File: config.mk
export PLATFORM = sky130hd
export DESIGN_NAME = serial_graphic_lcd_controller_flat
export DESIGN_NICKNAME = d
export VERILOG_FILES = /design/src/sglcd_pkg.sv /design/src/sglcd_if.sv /design/src/sglcd_ram.sv /design/src/sglcd_core.sv /design/src/serial_graphic_lcd_controller.sv /design/src/flat_wrapper.sv
export SDC_FILE = /design/constraint.sdc
export NUM_CORES = 2
export LEC_CHECK = 0
export BUFFER_PORTS_ARGS = -buffer_cell sky130_fd_sc_hd__buf_2
export CAP_MARGIN = 20
export CORE_UTILIZATION = 44
export DETAILED_ROUTE_END_ITERATION = 12
export SLEW_MARGIN = 20
export SYNTH_ARGS = -nofsm -noshare
export SYNTH_HDL_FRONTEND = slang
export SYNTH_HIERARCHICAL = 1
export SYNTH_SLANG_ARGS = --single-unit
File: constraint.sdc
create_clock -name clk -period 15.9 [get_ports clk]
set_input_delay 1.59 -clock clk [delete_from_list [all_inputs] [get_ports clk]]
set_output_delay 1.59 -clock clk [all_outputs]
set_load 0.01 [all_outputs]
File: src/sglcd_pkg.sv
// Shared types and constants of the serial graphic LCD controller.
// No dependencies; every other file takes names from here by scope.
package sglcd_pkg;

  // Field widths of the sample and result beats
  localparam int COL_W  = 7;
  localparam int BANK_W = 3;
  localparam int BYTE_W = 8;

  // Default display geometry
  localparam int DEF_COLUMNS = 84;
  localparam int DEF_BANKS   = 6;

  // Command decode patterns
  localparam logic [BYTE_W-1:0] CMD_FUNC_MASK = 8'hF8;
  localparam logic [BYTE_W-1:0] CMD_FUNC      = 8'h20;
  localparam logic [BYTE_W-1:0] CMD_DISP_MASK = 8'hFA;
  localparam logic [BYTE_W-1:0] CMD_DISP      = 8'h08;
  localparam logic [BYTE_W-1:0] CMD_SETY_MASK = 8'hF8;
  localparam logic [BYTE_W-1:0] CMD_SETY      = 8'h40;
  localparam logic [BYTE_W-1:0] CMD_SETX_MASK = 8'h80;
  localparam logic [BYTE_W-1:0] CMD_SETX      = 8'h80;

  localparam logic [2:0] LAST_BIT = 3'd7;

  // One sample of the serial pins plus the view address
  typedef struct packed {
    logic              rst_n;
    logic              cs_n;
    logic              dc;
    logic              sdin;
    logic              sclk;
    logic [COL_W-1:0]  view_column;
    logic [BANK_W-1:0] view_bank;
  } item_t;

  // Write event and mode flags produced by the decode stage
  typedef struct packed {
    logic              wr;
    logic [COL_W-1:0]  wcol;
    logic [BANK_W-1:0] wbank;
    logic [BYTE_W-1:0] wbyte;
    logic              pd;
    logic              vert;
    logic              ext;
    logic              disp_d;
    logic              disp_e;
  } res_t;

endpackage

File: src/sglcd_if.sv
// Valid/ready channel interfaces for the sample and result beats.
// Depends on sglcd_pkg for field widths.
interface sglcd_in_if;
  logic                          valid;
  logic                          ready;
  logic                          rst_n;
  logic                          cs_n;
  logic                          dc;
  logic                          sdin;
  logic                          sclk;
  logic [sglcd_pkg::COL_W-1:0]   view_column;
  logic [sglcd_pkg::BANK_W-1:0]  view_bank;

  modport source (output valid, rst_n, cs_n, dc, sdin, sclk, view_column, view_bank,
                  input ready);
  modport sink   (input valid, rst_n, cs_n, dc, sdin, sclk, view_column, view_bank,
                  output ready);
endinterface

interface sglcd_out_if;
  logic                          valid;
  logic                          ready;
  logic                          ram_write;
  logic [sglcd_pkg::COL_W-1:0]   write_column;
  logic [sglcd_pkg::BANK_W-1:0]  write_bank;
  logic [sglcd_pkg::BYTE_W-1:0]  write_byte;
  logic [sglcd_pkg::BYTE_W-1:0]  view_data;
  logic                          power_down;
  logic                          vertical_addressing;
  logic                          extended_set;
  logic                          display_d;
  logic                          display_e;

  modport source (output valid, ram_write, write_column, write_bank, write_byte, view_data,
                  power_down, vertical_addressing, extended_set, display_d, display_e,
                  input ready);
  modport sink   (input valid, ram_write, write_column, write_bank, write_byte, view_data,
                  power_down, vertical_addressing, extended_set, display_d, display_e,
                  output ready);
endinterface

File: src/sglcd_ram.sv
// Display RAM: one write port, one registered read port, clearing pass after reset.
// Depends on sglcd_pkg for the byte width.
module sglcd_ram #(
  parameter int DEPTH  = sglcd_pkg::DEF_COLUMNS * sglcd_pkg::DEF_BANKS,
  parameter int ADDR_W = (DEPTH > 1) ? $clog2(DEPTH) : 1
) (
  input  logic                         clk,
  input  logic                         rst_n,
  input  logic                         wr_en,
  input  logic [ADDR_W-1:0]            wr_addr,
  input  logic [sglcd_pkg::BYTE_W-1:0] wr_data,
  input  logic                         rd_en,
  input  logic [ADDR_W-1:0]            rd_addr,
  output logic [sglcd_pkg::BYTE_W-1:0] rd_data,
  output logic                         busy
);

  localparam logic [ADDR_W-1:0] LAST_ADDR = ADDR_W'(DEPTH - 1);
  localparam logic [ADDR_W:0]   DEPTH_LIM = (ADDR_W+1)'(DEPTH);

  logic [sglcd_pkg::BYTE_W-1:0] mem [DEPTH];
  logic [sglcd_pkg::BYTE_W-1:0] rd_data_r;
  logic                         clr_busy_r;
  logic [ADDR_W-1:0]            clr_addr_r;

  // Sweep the array to zero after reset, one entry per cycle
  always_ff @(posedge clk) begin
    if (!rst_n) begin
      clr_busy_r <= 1'b1;
      clr_addr_r <= '0;
    end else if (clr_busy_r) begin
      if (clr_addr_r == LAST_ADDR) begin
        clr_busy_r <= 1'b0;
      end
      clr_addr_r <= clr_addr_r + 1'b1;
    end
  end

  // Write port, shared with the clearing pass
  always_ff @(posedge clk) begin
    if (clr_busy_r) begin
      mem[clr_addr_r] <= '0;
    end else if (wr_en) begin
      mem[wr_addr] <= wr_data;
    end
  end

  // Registered read; hold the data until the next read
  always_ff @(posedge clk) begin
    if (rd_en) begin
      if ({1'b0, rd_addr} < DEPTH_LIM) begin
        rd_data_r <= mem[rd_addr];
      end else begin
        rd_data_r <= '0;
      end
    end
  end

  assign rd_data = rd_data_r;
  assign busy    = clr_busy_r;

endmodule

File: src/sglcd_core.sv
// Serial shift, command decode and address pointer of the controller.
// Depends on sglcd_pkg for the item and result types and command codes.
module sglcd_core #(
  parameter int COLUMNS = sglcd_pkg::DEF_COLUMNS,
  parameter int BANKS   = sglcd_pkg::DEF_BANKS
) (
  input  logic                 clk,
  input  logic                 rst_n,
  input  logic                 fire,
  input  sglcd_pkg::item_t     item,
  output sglcd_pkg::res_t      res
);

  localparam int CW = sglcd_pkg::COL_W;
  localparam int BW = sglcd_pkg::BANK_W;
  localparam logic [CW:0] COL_LIM  = (CW+1)'(COLUMNS);
  localparam logic [BW:0] BANK_LIM = (BW+1)'(BANKS);

  logic [7:0]    sb_r, sb_nxt;
  logic [2:0]    bc_r, bc_nxt;
  logic          cwh_r, cwh_nxt;
  logic          ds_r, ds_nxt;
  logic [CW-1:0] col_r, col_nxt;
  logic [BW-1:0] bank_r, bank_nxt;
  logic          vert_r, vert_nxt;
  logic          ext_r, ext_nxt;
  logic          pd_r, pd_nxt;
  logic          dd_r, dd_nxt;
  logic          de_r, de_nxt;

  logic [7:0]    byte_in;
  logic [CW:0]   col_inc;
  logic [BW:0]   bank_inc;
  logic [CW:0]   adv_col;
  logic [BW:0]   adv_bank;

  assign byte_in  = {sb_r[7:1], item.sdin};
  assign col_inc  = {1'b0, col_r} + 1'b1;
  assign bank_inc = {1'b0, bank_r} + 1'b1;

  // Next pointer after a data byte, wrapping in the current direction
  always_comb begin
    adv_col  = {1'b0, col_r};
    adv_bank = {1'b0, bank_r};
    if (vert_r) begin
      adv_bank = bank_inc;
      if (bank_inc >= BANK_LIM) begin
        adv_bank = '0;
        adv_col  = col_inc;
      end
      if (adv_col >= COL_LIM) begin
        adv_col = '0;
      end
    end else begin
      adv_col = col_inc;
      if (col_inc >= COL_LIM) begin
        adv_col  = '0;
        adv_bank = bank_inc;
      end
      if (adv_bank >= BANK_LIM) begin
        adv_bank = '0;
      end
    end
  end

  // Sample step: reset pin, deselect, clock edge, byte action
  always_comb begin
    sb_nxt   = sb_r;
    bc_nxt   = bc_r;
    cwh_nxt  = cwh_r;
    ds_nxt   = ds_r;
    col_nxt  = col_r;
    bank_nxt = bank_r;
    vert_nxt = vert_r;
    ext_nxt  = ext_r;
    pd_nxt   = pd_r;
    dd_nxt   = dd_r;
    de_nxt   = de_r;
    res.wr    = 1'b0;
    res.wcol  = '0;
    res.wbank = '0;
    res.wbyte = '0;
    if (!item.rst_n) begin
      sb_nxt   = '0;
      bc_nxt   = '0;
      cwh_nxt  = 1'b0;
      ds_nxt   = 1'b0;
      col_nxt  = '0;
      bank_nxt = '0;
      vert_nxt = 1'b0;
      ext_nxt  = 1'b0;
      pd_nxt   = 1'b1;
      dd_nxt   = 1'b0;
      de_nxt   = 1'b0;
    end else if (item.cs_n) begin
      sb_nxt = '0;
      bc_nxt = '0;
    end else begin
      ds_nxt = item.dc;
      if (!item.sclk) begin
        cwh_nxt = 1'b0;
      end else if (!cwh_r) begin
        cwh_nxt = 1'b1;
        if (bc_r == sglcd_pkg::LAST_BIT) begin
          sb_nxt = byte_in;
          bc_nxt = '0;
          if (item.dc) begin
            if ({1'b0, col_r} < COL_LIM && {1'b0, bank_r} < BANK_LIM) begin
              res.wr    = 1'b1;
              res.wcol  = col_r;
              res.wbank = bank_r;
              res.wbyte = byte_in;
            end
            col_nxt  = adv_col[CW-1:0];
            bank_nxt = adv_bank[BW-1:0];
          end else if ((byte_in & sglcd_pkg::CMD_FUNC_MASK) == sglcd_pkg::CMD_FUNC) begin
            ext_nxt  = byte_in[0];
            vert_nxt = byte_in[1];
            pd_nxt   = byte_in[2];
          end else if (!ext_r) begin
            if ((byte_in & sglcd_pkg::CMD_DISP_MASK) == sglcd_pkg::CMD_DISP) begin
              dd_nxt = byte_in[2];
              de_nxt = byte_in[0];
            end else if ((byte_in & sglcd_pkg::CMD_SETY_MASK) == sglcd_pkg::CMD_SETY) begin
              if ({1'b0, byte_in[2:0]} < BANK_LIM) begin
                bank_nxt = byte_in[2:0];
              end
            end else if ((byte_in & sglcd_pkg::CMD_SETX_MASK) == sglcd_pkg::CMD_SETX) begin
              if ({1'b0, byte_in[6:0]} < COL_LIM) begin
                col_nxt = byte_in[6:0];
              end
            end
          end
        end else begin
          sb_nxt = {byte_in[6:0], 1'b0};
          bc_nxt = bc_r + 1'b1;
        end
      end
    end
    res.pd     = pd_nxt;
    res.vert   = vert_nxt;
    res.ext    = ext_nxt;
    res.disp_d = dd_nxt;
    res.disp_e = de_nxt;
  end

  // Advance the controller state once per sample beat
  always_ff @(posedge clk) begin
    if (!rst_n) begin
      sb_r   <= '0;
      bc_r   <= '0;
      cwh_r  <= 1'b0;
      ds_r   <= 1'b0;
      col_r  <= '0;
      bank_r <= '0;
      vert_r <= 1'b0;
      ext_r  <= 1'b0;
      pd_r   <= 1'b1;
      dd_r   <= 1'b0;
      de_r   <= 1'b0;
    end else if (fire) begin
      sb_r   <= sb_nxt;
      bc_r   <= bc_nxt;
      cwh_r  <= cwh_nxt;
      ds_r   <= ds_nxt;
      col_r  <= col_nxt;
      bank_r <= bank_nxt;
      vert_r <= vert_nxt;
      ext_r  <= ext_nxt;
      pd_r   <= pd_nxt;
      dd_r   <= dd_nxt;
      de_r   <= de_nxt;
    end
  end

endmodule

File: src/serial_graphic_lcd_controller.sv
// Top level of the serial graphic LCD controller: input register, decode, output register.
// Depends on sglcd_pkg, sglcd_in_if/sglcd_out_if, sglcd_core and sglcd_ram.
//
// Usage:
//   in_bus carries one sample beat per ready cycle: the serial pin levels (rst_n, cs_n, dc,
//   sdin, sclk) and a view address (view_column, view_bank) into the display RAM.
//   out_bus returns exactly one result beat per sample: the RAM write this sample
//   caused (if any), the RAM byte at the view address after that write, and the
//   current mode flags.
//   A beat accepted on in_bus is held and decoded in the input register, and its result
//   is captured in the output register, from which out_bus offers it to the receiver.
//   Throughput is one beat per cycle unless out_bus stalls or the RAM clears, set by the
//   single decode stage and the one write and one read port of the display RAM.
//   After rst_n the control state returns to its reset values and the display RAM
//   is swept to zero, one entry per cycle, over all COLUMNS*BANKS entries (504 with the
//   default geometry); in_bus.ready stays low during that sweep.
//   When the receiver stalls, the result is held; if the input register is empty one
//   more sample beat is taken into it, otherwise in_bus.ready drops in the same cycle,
//   and it stays low until out_bus moves.
module serial_graphic_lcd_controller #(
  parameter int COLUMNS = sglcd_pkg::DEF_COLUMNS,
  parameter int BANKS   = sglcd_pkg::DEF_BANKS
) (
  input  logic        clk,
  input  logic        rst_n,
  sglcd_in_if.sink    in_bus,
  sglcd_out_if.source out_bus
);

  localparam int DEPTH  = COLUMNS * BANKS;
  localparam int ADDR_W = (DEPTH > 1) ? $clog2(DEPTH) : 1;
  localparam int CW     = sglcd_pkg::COL_W;
  localparam int BW     = sglcd_pkg::BANK_W;
  localparam logic [CW:0] COL_LIM  = (CW+1)'(COLUMNS);
  localparam logic [BW:0] BANK_LIM = (BW+1)'(BANKS);

  sglcd_pkg::item_t             in_item;
  sglcd_pkg::item_t             s1_item_r;
  logic                         s1_v_r;
  sglcd_pkg::res_t              res;
  logic                         in_fire, s1_fire, adv_out, ram_busy;
  logic [ADDR_W-1:0]            view_addr, wr_addr;
  logic [sglcd_pkg::BYTE_W-1:0] rd_data;
  logic                         byp_v_r;
  logic [sglcd_pkg::BYTE_W-1:0] byp_byte_r;
  logic                         view_ok, hit_now;
  logic [sglcd_pkg::BYTE_W-1:0] view_data;

  logic                         out_v_r;
  sglcd_pkg::res_t              out_res_r;
  logic [sglcd_pkg::BYTE_W-1:0] out_view_r;

  // Gather the incoming beat
  assign in_item.rst_n       = in_bus.rst_n;
  assign in_item.cs_n        = in_bus.cs_n;
  assign in_item.dc          = in_bus.dc;
  assign in_item.sdin        = in_bus.sdin;
  assign in_item.sclk        = in_bus.sclk;
  assign in_item.view_column = in_bus.view_column;
  assign in_item.view_bank   = in_bus.view_bank;

  // Handshake: the output register parts the two sides
  assign adv_out      = !out_v_r || out_bus.ready;
  assign s1_fire      = s1_v_r && adv_out;
  assign in_bus.ready = !ram_busy && (!s1_v_r || adv_out);
  assign in_fire      = in_bus.valid && in_bus.ready;

  // Flat RAM addresses: bank-major rows of COLUMNS bytes
  assign view_addr = ADDR_W'(32'(in_bus.view_bank) * 32'(COLUMNS) + 32'(in_bus.view_column));
  assign wr_addr   = ADDR_W'(32'(res.wbank) * 32'(COLUMNS) + 32'(res.wcol));

  // Input register
  always_ff @(posedge clk) begin
    if (!rst_n) begin
      s1_v_r <= 1'b0;
    end else if (in_fire) begin
      s1_v_r <= 1'b1;
    end else if (s1_fire) begin
      s1_v_r <= 1'b0;
    end
  end

  always_ff @(posedge clk) begin
    if (in_fire) begin
      s1_item_r <= in_item;
    end
  end

  // Catch a write that lands in the same cycle as the view read is issued
  always_ff @(posedge clk) begin
    if (in_fire) begin
      byp_v_r    <= s1_fire && res.wr && (wr_addr == view_addr);
      byp_byte_r <= res.wbyte;
    end
  end

  sglcd_core #(
    .COLUMNS (COLUMNS),
    .BANKS   (BANKS)
  ) u_core (
    .clk   (clk),
    .rst_n (rst_n),
    .fire  (s1_fire),
    .item  (s1_item_r),
    .res   (res)
  );

  sglcd_ram #(
    .DEPTH  (DEPTH),
    .ADDR_W (ADDR_W)
  ) u_ram (
    .clk     (clk),
    .rst_n   (rst_n),
    .wr_en   (s1_fire && res.wr),
    .wr_addr (wr_addr),
    .wr_data (res.wbyte),
    .rd_en   (in_fire),
    .rd_addr (view_addr),
    .rd_data (rd_data),
    .busy    (ram_busy)
  );

  // View byte after this beat's write
  assign view_ok = ({1'b0, s1_item_r.view_column} < COL_LIM) &&
                   ({1'b0, s1_item_r.view_bank} < BANK_LIM);
  assign hit_now = res.wr && (res.wcol == s1_item_r.view_column) &&
                   (res.wbank == s1_item_r.view_bank);

  always_comb begin
    if (!view_ok) begin
      view_data = '0;
    end else if (hit_now) begin
      view_data = res.wbyte;
    end else if (byp_v_r) begin
      view_data = byp_byte_r;
    end else begin
      view_data = rd_data;
    end
  end

  // Output register: hold while the receiver stalls
  always_ff @(posedge clk) begin
    if (!rst_n) begin
      out_v_r <= 1'b0;
    end else if (adv_out) begin
      out_v_r <= s1_v_r;
    end
  end

  always_ff @(posedge clk) begin
    if (s1_fire) begin
      out_res_r  <= res;
      out_view_r <= view_data;
    end
  end

  assign out_bus.valid               = out_v_r;
  assign out_bus.ram_write           = out_res_r.wr;
  assign out_bus.write_column        = out_res_r.wcol;
  assign out_bus.write_bank          = out_res_r.wbank;
  assign out_bus.write_byte          = out_res_r.wbyte;
  assign out_bus.view_data           = out_view_r;
  assign out_bus.power_down          = out_res_r.pd;
  assign out_bus.vertical_addressing = out_res_r.vert;
  assign out_bus.extended_set        = out_res_r.ext;
  assign out_bus.display_d           = out_res_r.disp_d;
  assign out_bus.display_e           = out_res_r.disp_e;

endmodule
File: src/flat_wrapper.sv
// flat-port wrapper written by rule: the top's interface ports become plain ports
module serial_graphic_lcd_controller_flat 
#(
  parameter int COLUMNS = sglcd_pkg::DEF_COLUMNS,
  parameter int BANKS   = sglcd_pkg::DEF_BANKS
)
  (clk, rst_n, in_bus_valid, in_bus_rst_n, in_bus_cs_n, in_bus_dc, in_bus_sdin, in_bus_sclk, in_bus_view_column, in_bus_view_bank, in_bus_ready, out_bus_valid, out_bus_ram_write, out_bus_write_column, out_bus_write_bank, out_bus_write_byte, out_bus_view_data, out_bus_power_down, out_bus_vertical_addressing, out_bus_extended_set, out_bus_display_d, out_bus_display_e, out_bus_ready);
  sglcd_in_if in_bus_i ();
  sglcd_out_if out_bus_i ();
  input  logic clk;
  input  logic rst_n;
  input wire logic [$bits(in_bus_i.valid)-1:0] in_bus_valid;
  input wire logic [$bits(in_bus_i.rst_n)-1:0] in_bus_rst_n;
  input wire logic [$bits(in_bus_i.cs_n)-1:0] in_bus_cs_n;
  input wire logic [$bits(in_bus_i.dc)-1:0] in_bus_dc;
  input wire logic [$bits(in_bus_i.sdin)-1:0] in_bus_sdin;
  input wire logic [$bits(in_bus_i.sclk)-1:0] in_bus_sclk;
  input wire logic [$bits(in_bus_i.view_column)-1:0] in_bus_view_column;
  input wire logic [$bits(in_bus_i.view_bank)-1:0] in_bus_view_bank;
  output wire logic [$bits(in_bus_i.ready)-1:0] in_bus_ready;
  output wire logic [$bits(out_bus_i.valid)-1:0] out_bus_valid;
  output wire logic [$bits(out_bus_i.ram_write)-1:0] out_bus_ram_write;
  output wire logic [$bits(out_bus_i.write_column)-1:0] out_bus_write_column;
  output wire logic [$bits(out_bus_i.write_bank)-1:0] out_bus_write_bank;
  output wire logic [$bits(out_bus_i.write_byte)-1:0] out_bus_write_byte;
  output wire logic [$bits(out_bus_i.view_data)-1:0] out_bus_view_data;
  output wire logic [$bits(out_bus_i.power_down)-1:0] out_bus_power_down;
  output wire logic [$bits(out_bus_i.vertical_addressing)-1:0] out_bus_vertical_addressing;
  output wire logic [$bits(out_bus_i.extended_set)-1:0] out_bus_extended_set;
  output wire logic [$bits(out_bus_i.display_d)-1:0] out_bus_display_d;
  output wire logic [$bits(out_bus_i.display_e)-1:0] out_bus_display_e;
  input wire logic [$bits(out_bus_i.ready)-1:0] out_bus_ready;
  assign in_bus_i.valid = in_bus_valid;
  assign in_bus_i.rst_n = in_bus_rst_n;
  assign in_bus_i.cs_n = in_bus_cs_n;
  assign in_bus_i.dc = in_bus_dc;
  assign in_bus_i.sdin = in_bus_sdin;
  assign in_bus_i.sclk = in_bus_sclk;
  assign in_bus_i.view_column = in_bus_view_column;
  assign in_bus_i.view_bank = in_bus_view_bank;
  assign in_bus_ready = in_bus_i.ready;
  assign out_bus_valid = out_bus_i.valid;
  assign out_bus_ram_write = out_bus_i.ram_write;
  assign out_bus_write_column = out_bus_i.write_column;
  assign out_bus_write_bank = out_bus_i.write_bank;
  assign out_bus_write_byte = out_bus_i.write_byte;
  assign out_bus_view_data = out_bus_i.view_data;
  assign out_bus_power_down = out_bus_i.power_down;
  assign out_bus_vertical_addressing = out_bus_i.vertical_addressing;
  assign out_bus_extended_set = out_bus_i.extended_set;
  assign out_bus_display_d = out_bus_i.display_d;
  assign out_bus_display_e = out_bus_i.display_e;
  assign out_bus_i.ready = out_bus_ready;
  serial_graphic_lcd_controller #(.COLUMNS(COLUMNS), .BANKS(BANKS)) u_core (.clk(clk), .rst_n(rst_n), .in_bus(in_bus_i), .out_bus(out_bus_i));
endmodule
==> key figures <==
GRT
  • Global-route wire length before repair: 641000 um
  • Overflow after GRT: 0
  • Vias in the first global route: 82000
  • Initial antenna violation count: 31
  • Total track usage: 24.3%
  • Largest net degree at the start of global routing: 203

Timing
  • Setup ws final: 8.84 ns
  • Period utilisation layout: 44.4%
  • Final setup violation count: 0
  • Worst Skew: 0.0620 ns
  • Max Slew Vio Count: 0
  • Min Hold Slack: 0.462 ns
  • Maximum clock rate: 0.142 GHz
  • Max_slew headroom: 14.2%
  • Final hold vios: 0
  • RSZ-0062 raised after global routing: no
  • Slew @ Worst Pin: 1.28 ns
  • Setup TNS Final: 0 ns
  • Tmin final: 7.06 ns

Finish
  • Fillers: 29100
  • Share of layout cells above drive strength 1: 23.1%
  • Multi-input gate area: 36400 um2
  • Register area: 124000 um2
  • Layout Nets: 8083
  • Design Area, Final: 181000 um2
  • Final core occ: 49.5%
  • Area Growth Syn to Fin: 11.8%

Critical path
  • CP bufs+invs: 1
  • CP Cell Sequence: nor2b_1 -> nand2_1 -> a211oi_2 -> buf_4 -> and2_1 -> ha_1 -> ha_1 -> ha_1 -> ha_1 -> o21ai_0 -> a21oi_1 -> o21ai_1 -> xnor2_1 -> mux2_2 -> nor2_1 -> nand2_1 -> nor2_1
  • Type of the worst setup path: reg -> reg
  • CP Data Required Time: 16.48 ns
  • Crit path max-delay family: simple AND/OR/NAND/NOR gates
  • CP Launch Type: flop
  • Crit path top cell by count: ha_1
  • Worst Setup End Kind: flop
  • Critical Path Fanout Max: 20
  • Worst path slowest cell: nor2_1
  • CP peak stage delay: 0.97 ns
  • WP data arrival: 7.64 ns

Clocking
  • Maximum root-to-sink buffer count: 4
  • Post-CTS sizing: 0
  • Clk root buf: clkbuf_16
  • H-tree depth: 5
  • Post-CTS Setup Repair Bufs: 0
  • # hold bufs at CTS: 0
  • CTS tree: done
  • Clk slew on worst S/H paths: 0.06 ns
  • Num CTS Buffers: 417
  • Clock Latency Late Sink: 0.98 ns
  • CTS Sinks: 4134

Floorplanning
  • Core Region: 366000 um2
  • Initial Utilization: 44.3%
  • Die width: 609 um
  • IO Pins: 53
  • Chip Height: 609 um
  • Die Area: 371000 um2
  • Placement row count: 222

Route
  • Final ANT Viol Nets: 0
  • Avg WL per Cell: 34.5 um
  • Via count: 83300
  • Vias per inst: 6.30
  • Routed wire length: 456000 um
  • Drt initial violations: 11400
  • Drt pass-1 iters: 6
  • DR DRC count: 0

Placed design
  • Buffers added on ports: 52
  • Final GP Congestion: 0.844
  • Dpl ws: 7.88 ns
  • HPWL Detailed: 271000 um
  • Dpl cell area: 168000 um2

Yosys
  • Synth unique cells: 97
  • Main flop type after synthesis: edfxtp_1
  • Synth Cell Area: 162000 um2
  • Cell taking the most area after synthesis: edfxtp_1
  • Mapped Nets: 7914
  • Post-synth EDFFs: 4096
  • Cell with the most instances after synthesis: edfxtp_1
  • Syn Inst Count: 7870
  • Synth top area share: 75.8%
  • #FFs+latches synth: 4134
  • Sequential fraction of the synthesis area: 76.3%
  • Syn avg cell area: 20.6 um2
  • Synth warnings: 6
  • Post-synth ARST share: 0%
  • Top post-synthesis cells by area: edfxtp_1 (76%), mux4_2 (14%), mux2i_1 (1.5%)
  • Commonest cells in the synthesized netlist: edfxtp_1 (4096), mux4_2 (991), nor2_1 (629)

Power and ir drop
  • Max VDD drop: 0.0000888 V
  • PD cells: 127 nW/um2
  • Lkg Pwr: 49.7 nW

Min path
  • Hold Crit Class: reg -> reg

Run status
  • Status: finished clean

Run
  • Max-cap violation count: 0
## report_power, final
| part | switching [mW] | internal [mW] |
|---|---|---|
| registers | 0.00259 | 11.8 |
| logic | 1.25 | 0.440 |
| clock network | 4.16 | 5.45 |
## state kept, by name, indices dropped and copies added, names as in the netlist, 8 cells and up
register and count:
u_core/byp_byte_r 8, u_core/out_bus.view_data 8, u_core/out_bus.write_byte 8, u_core/s1_item_r 15, u_core/u_ram/clr_addr_r 9, u_core/u_ram/mem 4032
u_core/u_ram/rd_data 8
## metal layers
| metal | share of wire [%] | global-route usage (%) | vias to the layer above |
|---|---|---|---|
| met5 | 0.0055 | 0 | - |
| met1 | 40 | 34.4 | 44900 |
| met2 | 47 | 38.1 | 4562 |
| li1 | - | - | 33000 |
| met4 | 3.7 | 8.20 | 4 |
| met3 | 9.7 | 4.52 | 778 |
## final timing paths
path	cells after the start	slack, ns	endpoint	start
worst min register to register	2	0.46	u_core/u_core/bc_r[1]	u_core/u_core/bc_r[1]
worst max-delay path	17	8.84	u_core/u_ram/mem[171][6]	u_core/s1_item_r[14]
worst min-delay path	2	0.46	u_core/u_core/bc_r[1]	u_core/u_core/bc_r[1]
worst max register to register	17	8.84	u_core/u_ram/mem[171][6]	u_core/s1_item_r[14]
## final cells by class
class / count / share of cell area (%)
antenna: 12 / 0.0166
tap: 4816 / 3.32
timing repair buffer: 228 / 0.989
clock inverter: 257 / 1.32
clock buffer: 506 / 5.98
multi-input combinational: 3233 / 20.1
inverter: 25 / 0.0635
sequential: 4134 / 68.2
## cell families (layout without fill, tap and decap cells)
| group | Yosys count | in the layout | share of synthesized area (%) |
|---|---|---|---|
| multiplexers | 1263 | 1263 | 15.5 |
| AO/OA/AOI/OAI | 643 | 643 | 2.84 |
| flip-flops | 4134 | 4134 | 76.3 |
| AND/OR/NAND/NOR | 1260 | 1260 | 3.39 |
| XOR/XNOR | 42 | 42 | 0.227 |
| adder cells (fa/ha/maj) | 25 | 25 | 0.202 |
| other | 0 | 12 | 0 |
| buffers and inverters | 503 | 1016 | 1.61 |
## worst register-to-register path, delay by kind of cell (launching register included)
family	cells	cell delay, ns
simple gates	6	3.61
flops	1	0.72
mux	1	0.36
compound gates	4	0.53
xor+xnor	1	0.22
buf+inv	1	0.26
fa+ha+maj	4	0.99
## placed cells by master (no fill, tap or decap), drive strengths merged, types with 41 or more instances in the layout
cell type  synthesis  layout
edfxtp          4096    4096
a22oi             92      92
nand3             77      77
mux2i            237     237
mux4             991     991
a21oi             97      97
clkinv             2     185
clkbuf           228     506
nor2             629     629
o221ai            41      41
o21ai             65      65
a31oi             48      48
o22ai             67      67
buf              250     228
and2              47      47
inv               23      42
nand2            312     312
## stage by stage
step,std cells,power (mW)
3_5_place_dp,12400,13.7
3_3_place_gp,12400,13.7
4_1_cts,13200,23.2
6_report,13200,23.1
2_1_floorplan,7870,12.8
5_1_grt,13200,23.6
Note: power is estimated with default switching activity, not from simulation.
